$ cat config.mk
export PLATFORM = sky130hd
export DESIGN_NAME = qau_hamilton
export DESIGN_NICKNAME = d
export VERILOG_FILES = /design/src/sv/qau_pkg.sv /design/src/sv/qau_hamilton.sv
export SDC_FILE = /design/constraint.sdc
export NUM_CORES = 1
export LEC_CHECK = 0
export ABC_AREA = 1
export BUFFER_PORTS_ARGS = -buffer_cell sky130_fd_sc_hd__clkbuf_2
export CAP_MARGIN = 25
export CORE_AREA = 2 2 523 525
export DETAILED_ROUTE_END_ITERATION = 10
export DIE_AREA = 0 0 525 527
export PLACE_DENSITY = 0.3
export REMOVE_ABC_BUFFERS = 1
export SLEW_MARGIN = 10
export SYNTH_ARGS = -nofsm -noshare
export SYNTH_HDL_FRONTEND = slang
export SYNTH_SLANG_ARGS = --single-unit
$ cat constraint.sdc
create_clock -name clock -period 13.71 [get_ports clock]
set_input_delay 2.742 -clock clock [delete_from_list [all_inputs] [get_ports clock]]
set_output_delay 2.742 -clock clock [all_outputs]
set_load 0.02 [all_outputs]
$ cat src/sv/qau_pkg.sv
// Shared types, constants and arithmetic helpers for the quaternion arithmetic unit.
`default_nettype none

package qau_pkg;

   // Fixed-point layout and internal widths.
   localparam int QW         = 32;
   localparam int FRAC       = 16;
   localparam int WIDE_W     = QW + 1;
   localparam int PROD_W     = 2 * WIDE_W;
   localparam int TERM_W     = PROD_W - FRAC;
   localparam int SUM_W      = TERM_W + 2;
   localparam int MAG_W      = 49;
   localparam int NUM_W      = QW + FRAC;
   localparam int DIV_STAGES = QW;
   localparam int DIV_W      = MAG_W + QW;

   typedef enum logic [1:0] {
      MODE_MUL  = 2'd0,
      MODE_CONJ = 2'd1,
      MODE_INV  = 2'd2,
      MODE_ROT  = 2'd3
   } mode_type;

   typedef logic signed [QW-1:0] word_type;
   typedef logic [3:0][QW-1:0] quat_type;
   typedef logic [3:0][WIDE_W-1:0] wquat_type;

   localparam word_type QMAX = 32'sh7FFF_FFFF;
   localparam word_type QMIN = 32'sh8000_0000;
   localparam logic [MAG_W-1:0] ONE_Q = MAG_W'(65536);
   localparam logic signed [SUM_W-1:0] SUM_MAX = SUM_W'(64'sh7FFF_FFFF);
   localparam logic signed [SUM_W-1:0] SUM_MIN = -SUM_W'(64'sh8000_0000);
   localparam logic [PROD_W-1:0] ROUND_ADJ = PROD_W'(16'hFFFF);

   // Subtracted terms of the Hamilton product, one row per result component.
   // Component r takes p[i] * q[r ^ i].
   localparam logic [3:0][3:0] HAM_NEG = {4'b0100, 4'b0010, 4'b1000, 4'b1110};

   typedef struct packed {
      logic [1:0]  mode;
      word_type    a_w;
      word_type    a_x;
      word_type    a_y;
      word_type    a_z;
      word_type    b_w;
      word_type    b_x;
      word_type    b_y;
      word_type    b_z;
   } qau_req_type;

   typedef struct packed {
      word_type    res_w;
      word_type    res_x;
      word_type    res_y;
      word_type    res_z;
      logic        saturated;
   } qau_rsp_type;

   // Per-request information that travels alongside the arithmetic.
   typedef struct packed {
      mode_type              mode;
      logic                  flag;
      quat_type              res;
      quat_type              conj;
      logic [3:0][QW-1:0]    nmag;
      logic [3:0]            nneg;
      logic [MAG_W-1:0]      magsq;
   } side_type;

   typedef struct packed {
      side_type                    side;
      quat_type                    sum;
      logic signed [SUM_W-1:0]     raw_w;
      logic [3:0]                  ovf;
   } ham_type;

   typedef struct packed {
      side_type                    side;
      logic [3:0][NUM_W-1:0]       rem;
      logic [3:0][QW-1:0]          quo;
      logic [3:0]                  ovf;
   } div_type;

   // Sign-extends a word to the operand width of the multipliers.
   function automatic logic [WIDE_W-1:0] widen(input logic [QW-1:0] v);
      return {v[QW-1], v};
   endfunction

   // Drops the fraction bits of a product, rounding toward zero.
   function automatic logic signed [TERM_W-1:0] round_q(input logic signed [PROD_W-1:0] p);
      logic signed [PROD_W-1:0] adj;
      adj = p + (p[PROD_W-1] ? ROUND_ADJ : '0);
      return adj[PROD_W-1:FRAC];
   endfunction

   function automatic logic sat_flag(input logic signed [SUM_W-1:0] v);
      return (v > SUM_MAX) || (v < SUM_MIN);
   endfunction

   function automatic word_type sat_word(input logic signed [SUM_W-1:0] v);
      word_type r;
      if (v > SUM_MAX) begin
         r = QMAX;
      end else if (v < SUM_MIN) begin
         r = QMIN;
      end else begin
         r = v[QW-1:0];
      end
      return r;
   endfunction

   // Negation that clamps the most negative value.
   function automatic word_type neg_sat(input word_type v);
      word_type r;
      if (v == QMIN) begin
         r = QMAX;
      end else begin
         r = -v;
      end
      return r;
   endfunction

endpackage

`default_nettype wire

$ cat src/sv/qau_hamilton.sv
// Two-stage pipelined Q16.16 Hamilton product with a side channel.
`default_nettype none

module qau_hamilton (
   input  wire logic               clock,
   input  wire logic               reset,
   input  wire logic               in_valid,
   output logic                    in_ready,
   input  wire qau_pkg::wquat_type p,
   input  wire qau_pkg::wquat_type q,
   input  wire qau_pkg::side_type  in_side,
   output logic                    out_valid,
   input  wire logic               out_ready,
   output qau_pkg::ham_type        out_data
);
   import qau_pkg::*;

   logic                     v1_ff;
   logic                     v2_ff;
   logic signed [PROD_W-1:0] prod_ff [4][4];
   logic signed [PROD_W-1:0] prod_in [4][4];
   side_type                 side1_ff;
   ham_type                  out_ff;
   ham_type                  out_in;
   logic                     rdy1;
   logic                     rdy2;

   // Each stage moves when it is empty or its successor moves.
   assign rdy2      = !v2_ff || out_ready;
   assign rdy1      = !v1_ff || rdy2;
   assign in_ready  = rdy1;
   assign out_valid = v2_ff;
   assign out_data  = out_ff;

   // Stage one: the sixteen exact partial products.
   always_comb begin
      for (int r = 0; r < 4; r++) begin
         for (int i = 0; i < 4; i++) begin
            prod_in[r][i] = $signed(p[i]) * $signed(q[2'(r ^ i)]);
         end
      end
   end

   // Stage two: round each term toward zero, add, and clamp.
   always_comb begin
      logic signed [SUM_W-1:0] acc;
      logic signed [SUM_W-1:0] term;
      out_in      = '0;
      out_in.side = side1_ff;
      for (int r = 0; r < 4; r++) begin
         acc = '0;
         for (int i = 0; i < 4; i++) begin
            term = SUM_W'(round_q(prod_ff[r][i]));
            if (HAM_NEG[r][i]) begin
               acc = acc - term;
            end else begin
               acc = acc + term;
            end
         end
         out_in.sum[r] = sat_word(acc);
         out_in.ovf[r] = sat_flag(acc);
         if (r == 0) begin
            out_in.raw_w = acc;
         end
      end
   end

   // Valid bits.
   always_ff @(posedge clock) begin
      if (reset) begin
         v1_ff <= 1'b0;
         v2_ff <= 1'b0;
      end else begin
         if (rdy1) begin
            v1_ff <= in_valid;
         end
         if (rdy2) begin
            v2_ff <= v1_ff;
         end
      end
   end

   // Payload registers.
   always_ff @(posedge clock) begin
      if (rdy1) begin
         prod_ff  <= prod_in;
         side1_ff <= in_side;
      end
      if (rdy2) begin
         out_ff <= out_in;
      end
   end

endmodule

`default_nettype wire

After elaboration in Yosys (flattened, before gate mapping)
Cells that the tools add are included.
{ "totals": {"register_bits": 882, "latchBits": 0, "mem_bits_rw": 0, "rom_bits": 0, "inputBits": 708, "output_inout_bits": 626, "elab_cells": 38, "mem_count": 0} }
{ "classes": {"add_sub_neg": 0, "mul": 0, "n_div": 0, "magnitude_cmp": 0, "eq_ne": 0, "n_shift": 0, "n_mux": 0, "bitwise_logic": 0, "n_reduce_logical": 4} }
{ "op_table": {"columns": ["cell", "count"], "rows": [
  ["$logic_not 1->1", 2],
  ["$logic_or 1x1->1", 2]
]} }

Longest topological paths before layout
Gate-level depths: netlist of the first run.
{ "logic_depth": {"depth_word": 3, "depth_mapped": 3, "mapped_depth_nobuf": 3} }

Worst setup path after synthesis of the first run
OpenSTA, ideal clock, no wires.
{ "synth_timing": {"path_type": "input to register", "startpoint": "input out_ready", "endpoint": "register out_ff, in the netlist out_data[184], enable pin", "setup_ns": 3.173, "t_arrival_ns": 9.915, "required_ns": 10.537, "path_slack_ns": 0.622, "path_stages": 2, "n_path_buf": 0, "cell_sequence": "inv_1 > nand2_1"} }
{ "synth_via": {"elab_chain_cells": 1} }
{ "synth_rtl": {"columns": ["item", "line", "source"], "rows": [
  ["from (decl)", "qau_hamilton.sv:13", "input wire logic out_ready,"],
  ["$logic_or 1x1->1", "qau_hamilton.sv:29", "assign rdy2 = !v2_ff || out_ready;"],
  ["via rdy2", "qau_hamilton.sv:26", "logic rdy2;"],
  ["to (signal assigned)", "qau_hamilton.sv:90", "out_ff <= out_in;"],
  ["to (decl)", "qau_hamilton.sv:23", "ham_type out_ff;"]
]} }
The timed path passes the listed nets, and every way through them passes these cells.
A chain may end at the register's enable or synchronous reset.

Worst setup path in the final report of the first run
{ "layout_timing": {"startpoint": "input out_ready", "endpoint": "output in_ready"} }
{ "layout_via": {"elab_chain_cells": 2} }
{ "layout_rtl": {"columns": ["item", "line", "source"], "rows": [
  ["$logic_or 1x1->1", "qau_hamilton.sv:29", null],
  ["$logic_or 1x1->1", "qau_hamilton.sv:30", "assign rdy1 = !v1_ff || rdy2;"],
  ["to (decl)", "qau_hamilton.sv:8", "output logic in_ready,"]
]} }
No other way between the ends.

==> qor.yml, run 1 <==
synth_top_area_share_pct: 94.8
crit_chain: "clkbuf_2 -> inv_1 -> nand3_4 -> clkbuf_2"
finalPower_w: 0.00659
synth_edf_count: 880
critPathMaxStageDelay_ns: 0.46
final-setup-viol-count: 0
top_level_ports: 1334
hpwl_microns: 75600
drc_errors: 0
fmax_mhz: 151
worstHoldStart: "out_in[304]$_DFFE_PP_"
cts.sinks: 882
viasPerCell: 2.36
wire_per_inst_microns: 17.5
switching_share_pct: 24.0
vdd_drop_max_v: 0.000107
layout-drive-gt1-share_pct: 48.6
period_share_pct: 48.4
cts_resized: 0
initial_core_util_pct: 10.3
crit_fanout: 32
cts_max_level: 3
insertion_delay_ns: 0.83
worst_pin_slew_ns: 1.20
overflow: 0
outcome: "completed"
portBuffers: 885
ys.flop_type: "edfxtp_1"
yosys-top-cells-area: "edfxtp_1, buf_4, dfxtp_1"
pwr-share-seq_pct: 48.8
maxSlewViolCount: 0
avgSynthCellArea_sq_um: 25.9
synth_top_area_cell: "edfxtp_1"
power.share.clock_pct: 45.1
power.density_mw_per_mm2: 165
synth_seq_area_share_pct: 94.9
grt_pass1_vias: 13900
n_fill_cell: 30100
cp_top_family: "buffers and inverters"
r2r_end: "out_data[248]$_DFFE_PP_"
core_sq_mm: 0.272
ant_nets: 0
rr_worst_depth: 3
synth.cell_area_sq_mm: 0.0279
num_vias: 13600
whs_ns: 0.395
r2r_start: "out_valid$_SDFFE_PP0P_"
finalCriticalPeriod_ns: 6.63
combPwrFrac_pct: 6.1
cts_buffers: 114
ys_ff_latch: 882
fin_skew_ns: 0.0528
arrival_ns: 3.89
crit_start: "out_ready"
grt_start_max_net_pins: 140
cp-start-kind: "primary input"
intPower_w: 0.00501
switching_power_w: 0.00158
maxSlewHeadroom_pct: 20.1
cap_violations: 0
dieArea_sq_mm: 0.277
wirelength_microns: 101000
cts_tree: "built"
cts.path.max_buffers: 4
grt_setup_unrepaired: "no"
yosys-top-cells-count: "edfxtp_1, buf_4, inv_1"
worstHoldPathType: "flop to flop"
grtUsageTotal_pct: 7.02
cp_slowest_cell: "nand3_4"
antenna_found_initial: 58
area.growth.synth_to_final_pct: 43.2
worstHoldPathCells: 0
hold_end: "out_data[304]$_DFFE_PP_"
ys_async_sr_fraction_pct: 0
rows: 192
critPathCaptureType: "output pin"
ys_types: 8
drtIter0Drc: 755
synthMostInstantiatedCell: "edfxtp_1"
holdBufCountCts: 0
cp.required_ns: 10.97
clk_pin_slew_ns: 0.07
grt_pass1_wl_microns: 131000
hold_viol: 0
die_h_microns: 527
die_x_microns: 525
crit_top_cell: "clkbuf_2"
place_congestion: 0.730
yosysWarnings: 0
fin_tns_setup_ns: 0
crit_type: "primary input to output pin"
layout.nets: 2794
cp_num_buf_inv: 3
leakage_nw: 15.4
syn_inst: 1075
clock-root-buffer: "clkbuf_16"
cts_setup_buffers: 0
first_pass_iters: 4
r2r_setup_slack_ns: 10.59
[per-stage QoR]
stage | util (%) | instances | setup WS (ns) | cell area (sq um)
after floorplan | - | 1073 | 0.622 | 27200
after global placement | 13.3 | 5558 | 7.00 | 36200
after detailed placement | 13.3 | 5558 | 7.00 | 36200
after CTS | 14.7 | 5764 | 7.00 | 39900
after global routing | 14.7 | 5768 | 6.96 | 39900
final | 14.7 | 5774 | 7.08 | 39900
[cell type report]
type	instances	area (sq um)	share of cell area [%]
Tap cell	3589	4490	11.2
Inverter	3	11.3	0.0282
Clock buffer	136	2960	7.40
Sequential cell	882	26500	66.3
Clock inverter	70	683	1.71
Multi-Input combinational cell	188	729	1.83
Timing Repair Buffer	897	4570	11.4
Antenna cell	9	22.5	0.0564
[how the worst max path moves through the flow]
| stage | cells past startpoint | slack [ns] | endpoint |
|---|---|---|---|
| detailed placement | 4 | 7.00 | in_ready |
| finish | 4 | 7.08 | in_ready |
| CTS | 4 | 7.00 | in_ready |
| floorplan | 2 | 0.62 | out_data[184]$_DFFE_PP_ |
| global route | 4 | 6.96 | in_ready |
| global placement | 4 | 7.00 | in_ready |
[metal layers]
metal | vias up | global-route usage (%) | share of wire [%]
met4 | 12 | 3.00 | 3.6
met3 | 204 | 4.02 | 13
met1 | 6652 | 7.73 | 38
met5 | - | 0 | 0.072
met2 | 837 | 11.0 | 46
li1 | 5904 | - | -
[placed cells by master (no fill, tap or decap), drive strengths merged]
cell	n
a21oi	2
buf	12
bufinv	11
clkbuf	1021
clkinv	47
clkinvlp	1
conb	184
dfxtp	2
diode	9
edfxtp	880
inv	14
nand2	1
nand3	1
[logic make-up (layout without fill, tap and decap cells)]
| family | after synthesis | in the layout | share of synthesized area [%] |
|---|---|---|---|
| flip-flops | 882 | 882 | 94.9 |
| buffers and inverters | 187 | 1106 | 4.99 |
| other | 2 | 193 | 0.0269 |
| AO/OA/AOI/OAI | 2 | 2 | 0.0359 |
| AND/OR/NAND/NOR | 2 | 2 | 0.0493 |
[flip-flops by register name (all words and copies together), names as in the netlist]
signal and count:
out_in 440, out_data 440, v1_ff 1, out_valid 1
[power by group through the flow]
| stage | Combinational, W | Clock (W) | Sequential, W |
|---|---|---|---|
| detailed placement | 0.000416 | 0 | 0.00327 |
| CTS | 0.000417 | 0.00313 | 0.00322 |
| global placement | 0.000419 | 0 | 0.00327 |
| global route | 0.000434 | 0.00322 | 0.00323 |
| floorplan | 0.0000608 | 0 | 0.00340 |
| finish | 0.000403 | 0.00297 | 0.00321 |
(Power assumes the default switching activity.)
==> run 2, diff against run 1 <==
--- a/config.mk
+++ b/config.mk
@@ -5,7 +5,7 @@
 export SDC_FILE = /design/constraint.sdc
 export NUM_CORES = 1
 export LEC_CHECK = 0
-export ABC_AREA = 1
+export ABC_AREA = 0
 export BUFFER_PORTS_ARGS = -buffer_cell sky130_fd_sc_hd__clkbuf_2
 export CAP_MARGIN = 25
 export CORE_AREA = 2 2 523 525
==> constraint.sdc (replaced) <==
create_clock -name clock -period 5.6 [get_ports clock]
set_input_delay 1.12 -clock clock [delete_from_list [all_inputs] [get_ports clock]]
set_output_delay 1.12 -clock clock [all_outputs]
set_load 0.02 [all_outputs]
==> run 2 against run 1 <==
  * Register-to-register slack worse by 7.2 ns
  * Design area shrank 0.10%
  * Non-clock buffer count grew 1
  * Combinational power increased to 2.5 times the previous value
  * Clock-buffer cell count increased by 15
  * Global-route usage about the same
  * Die area stayed put
  * Synthesized area hardly changed
  * Core utilization about the same
  * Critical path depth down 1
  * Sequential power increased by 140%
  * Critical path type unchanged
==> qor.yml, run 2 <==
first_pass_iters: 4  # unchanged
r2r_start: "out_valid$_SDFFE_PP0P_"
period_share_pct: 51.2
place_congestion: 0.731  # +0.19%
critPathCaptureType: "output pin"
ys.flop_type: "edfxtp_1"
die_x_microns: 525  # unchanged
cap_violations: 0  # unchanged
ant_nets: 0  # unchanged
top_level_ports: 1334  # unchanged
fmax_mhz: 348
vdd_drop_max_v: 0.000204  # +90%
cts_max_level: 3  # unchanged
avgSynthCellArea_sq_um: 26.0  # about the same
finalCriticalPeriod_ns: 2.87
viasPerCell: 2.31  # -2.0%
final_util_pct: 14.7  # -0.015 points
ys_async_sr_fraction_pct: 0  # unchanged
synth_top_area_share_pct: 94.8  # about the same
final_common_cell: "clkbuf_2"
synth_top_area_cell: "edfxtp_1"
worst_pin_slew_ns: 0.889  # -0.309 ns
cts_buffers: 113  # -0.88%
cts_tree: "built"
cts_resized: 0  # unchanged
hold_end: "out_data[450]$_DFFE_PP_"
cp.required_ns: 4.48  # -6.49 ns
num_vias: 13300  # -2.1%
wirelength_microns: 101000  # +0.31%
cts.path.max_buffers: 4  # unchanged
portBuffers: 885  # unchanged
hold_viol: 0  # unchanged
r2r_end: "out_in[615]$_DFFE_PP_"
place_inst: 5559  # +0.018%
syn_inst: 1074  # -0.093%
hpwl_microns: 77100  # +1.9%
ys_types: 8  # unchanged
yosysWarnings: 0  # unchanged
wire_per_inst_microns: 17.6  # +0.45%
crit_fanout: 2  # -94%
leakage_nw: 15.4  # -0.24%
core_sq_mm: 0.272  # unchanged
clock-root-buffer: "clkbuf_16"
grt_start_max_net_pins: 130  # -7.1%
ys_ff_latch: 882  # unchanged
cp-start-kind: "primary input"
clk_pin_slew_ns: 0.06  # about the same
area.growth.synth_to_final_pct: 43.0  # about the same
drtIter0Drc: 628  # -17%
crit_type: "primary input to output pin"
cts.sinks: 882  # unchanged
drc_errors: 0  # unchanged
yosys-top-cells-count: "edfxtp_1, buf_4"
synthMostInstantiatedCell: "edfxtp_1"
final-setup-viol-count: 0  # unchanged
maxSlewViolCount: 0  # unchanged
synth.cell_area_sq_mm: 0.0279  # about the same
yosys-top-cells-area: "edfxtp_1, buf_4, dfxtp_1"
rr_worst_depth: 3  # unchanged
r2r_setup_slack_ns: 3.38  # -7.21 ns
overflow: 0  # unchanged
worstHoldPathCells: 0  # unchanged
layout.nets: 2793  # -0.036%
dieArea_sq_mm: 0.277  # unchanged
fin_skew_ns: 0.0594  # +0.00660 ns
insertion_delay_ns: 0.82  # about the same
holdBufCountCts: 0  # unchanged
grt_pass1_vias: 13900  # -0.44%
worstHoldPathType: "flop to flop"
initial_core_util_pct: 10.3  # about the same
worstHoldStart: "out_in[450]$_DFFE_PP_"
layout-drive-gt1-share_pct: 48.3  # -0.35 points
final_cell_mix: "clkbuf_2, edfxtp_1, conb_1"
antenna_found_initial: 36  # -38%
power.density_mw_per_mm2: 401  # +140%
synth_seq_area_share_pct: 94.9  # about the same
outcome: "completed"
rows: 192  # unchanged
grt_pass1_wl_microns: 131000  # +0.13%
stdcell_count: 5766  # -0.14%
grt_setup_unrepaired: "no"
maxSlewHeadroom_pct: 40.7  # +21 points
die_h_microns: 527  # unchanged
synth_edf_count: 880  # unchanged
cts_setup_buffers: 0  # unchanged
grtUsageTotal_pct: 7.04  # +0.024 points
arrival_ns: 1.75  # -2.14 ns
## run 2: cell count changes after synthesis, sizes merged
cell    delta
inv        -1
nand2      -1
nand3      -1
nand2b     +1
nand3b     +1
## run 2: worst max-delay path, stage by stage
cell and delay, ns:
clkbuf_2 0.11, nand3b_1 0.23, clkbuf_2 0.28
## run 2: worst max-delay path by stage
stage	end	slack, ns	start
3_3_place_gp	out_in[538]$_DFFE_PP_	2.44	out_ready
5_1_grt	in_ready	2.66	out_valid$_SDFFE_PP0P_
2_1_floorplan	out_in[184]$_DFFE_PP_	-9.52	out_ready
6_report	in_ready	2.73	out_ready
3_5_place_dp	out_in[197]$_DFFE_PP_	2.42	out_ready
4_1_cts	in_ready	2.63	out_valid$_SDFFE_PP0P_
## run 2: stage by stage
step	setup slack (ns)	total power, W	instance area, sq um	setup TNS, ns	hold slack [ns]
finish	2.73	0.0160	39900	0	0.382
global route	2.66	0.0167	39900	0	0.380
CTS	2.63	0.0164	39900	0	0.350
detailed placement	2.42	0.00906	36300	0	0.405
global placement	2.44	0.00905	36300	0	0.400
floorplan	-9.52	0.00849	27200	-7253.06	0.400
## run 2: cells by family after synthesis
group | count (synthesis) | share of synthesized area [%]
flip-flops | 882 | 94.9
other | 2 | 0.0269
AND/OR/NAND/NOR | 2 | 0.0494
buffers and inverters | 186 | 4.98
AO/OA/AOI/OAI | 2 | 0.0359
## run 2: area by class of cell
type                       instances  area, sq um
multi-input combinational        188          722
timing repair buffer             898         4630
antenna                            8         20.0
tap                             3589         4490
sequential                       882        26500
clock buffer                     151         3030
inverter                           2         7.51
clock inverter                    48          522
fill                           30100       232000
## run 2: power breakdown
part | switching [W] | internal, W
clock network | 0.00287 | 0.00424
logic | 0.000745 | 0.000261
registers | 0.000133 | 0.00773
total | 0.00375 | 0.0122
## run 2: layer usage
metal  share of wire [%]  routed length, microns  up-vias  global-route usage [%]
met1                  35                   35400     6474                    7.10
met3                  15                   15100      181                    4.89
met4                 3.0                    3060       16                    2.30
li1                    -                       -     5886                       -
met2                  47                   47700      763                    11.5
met5                0.10                     104        -                       0
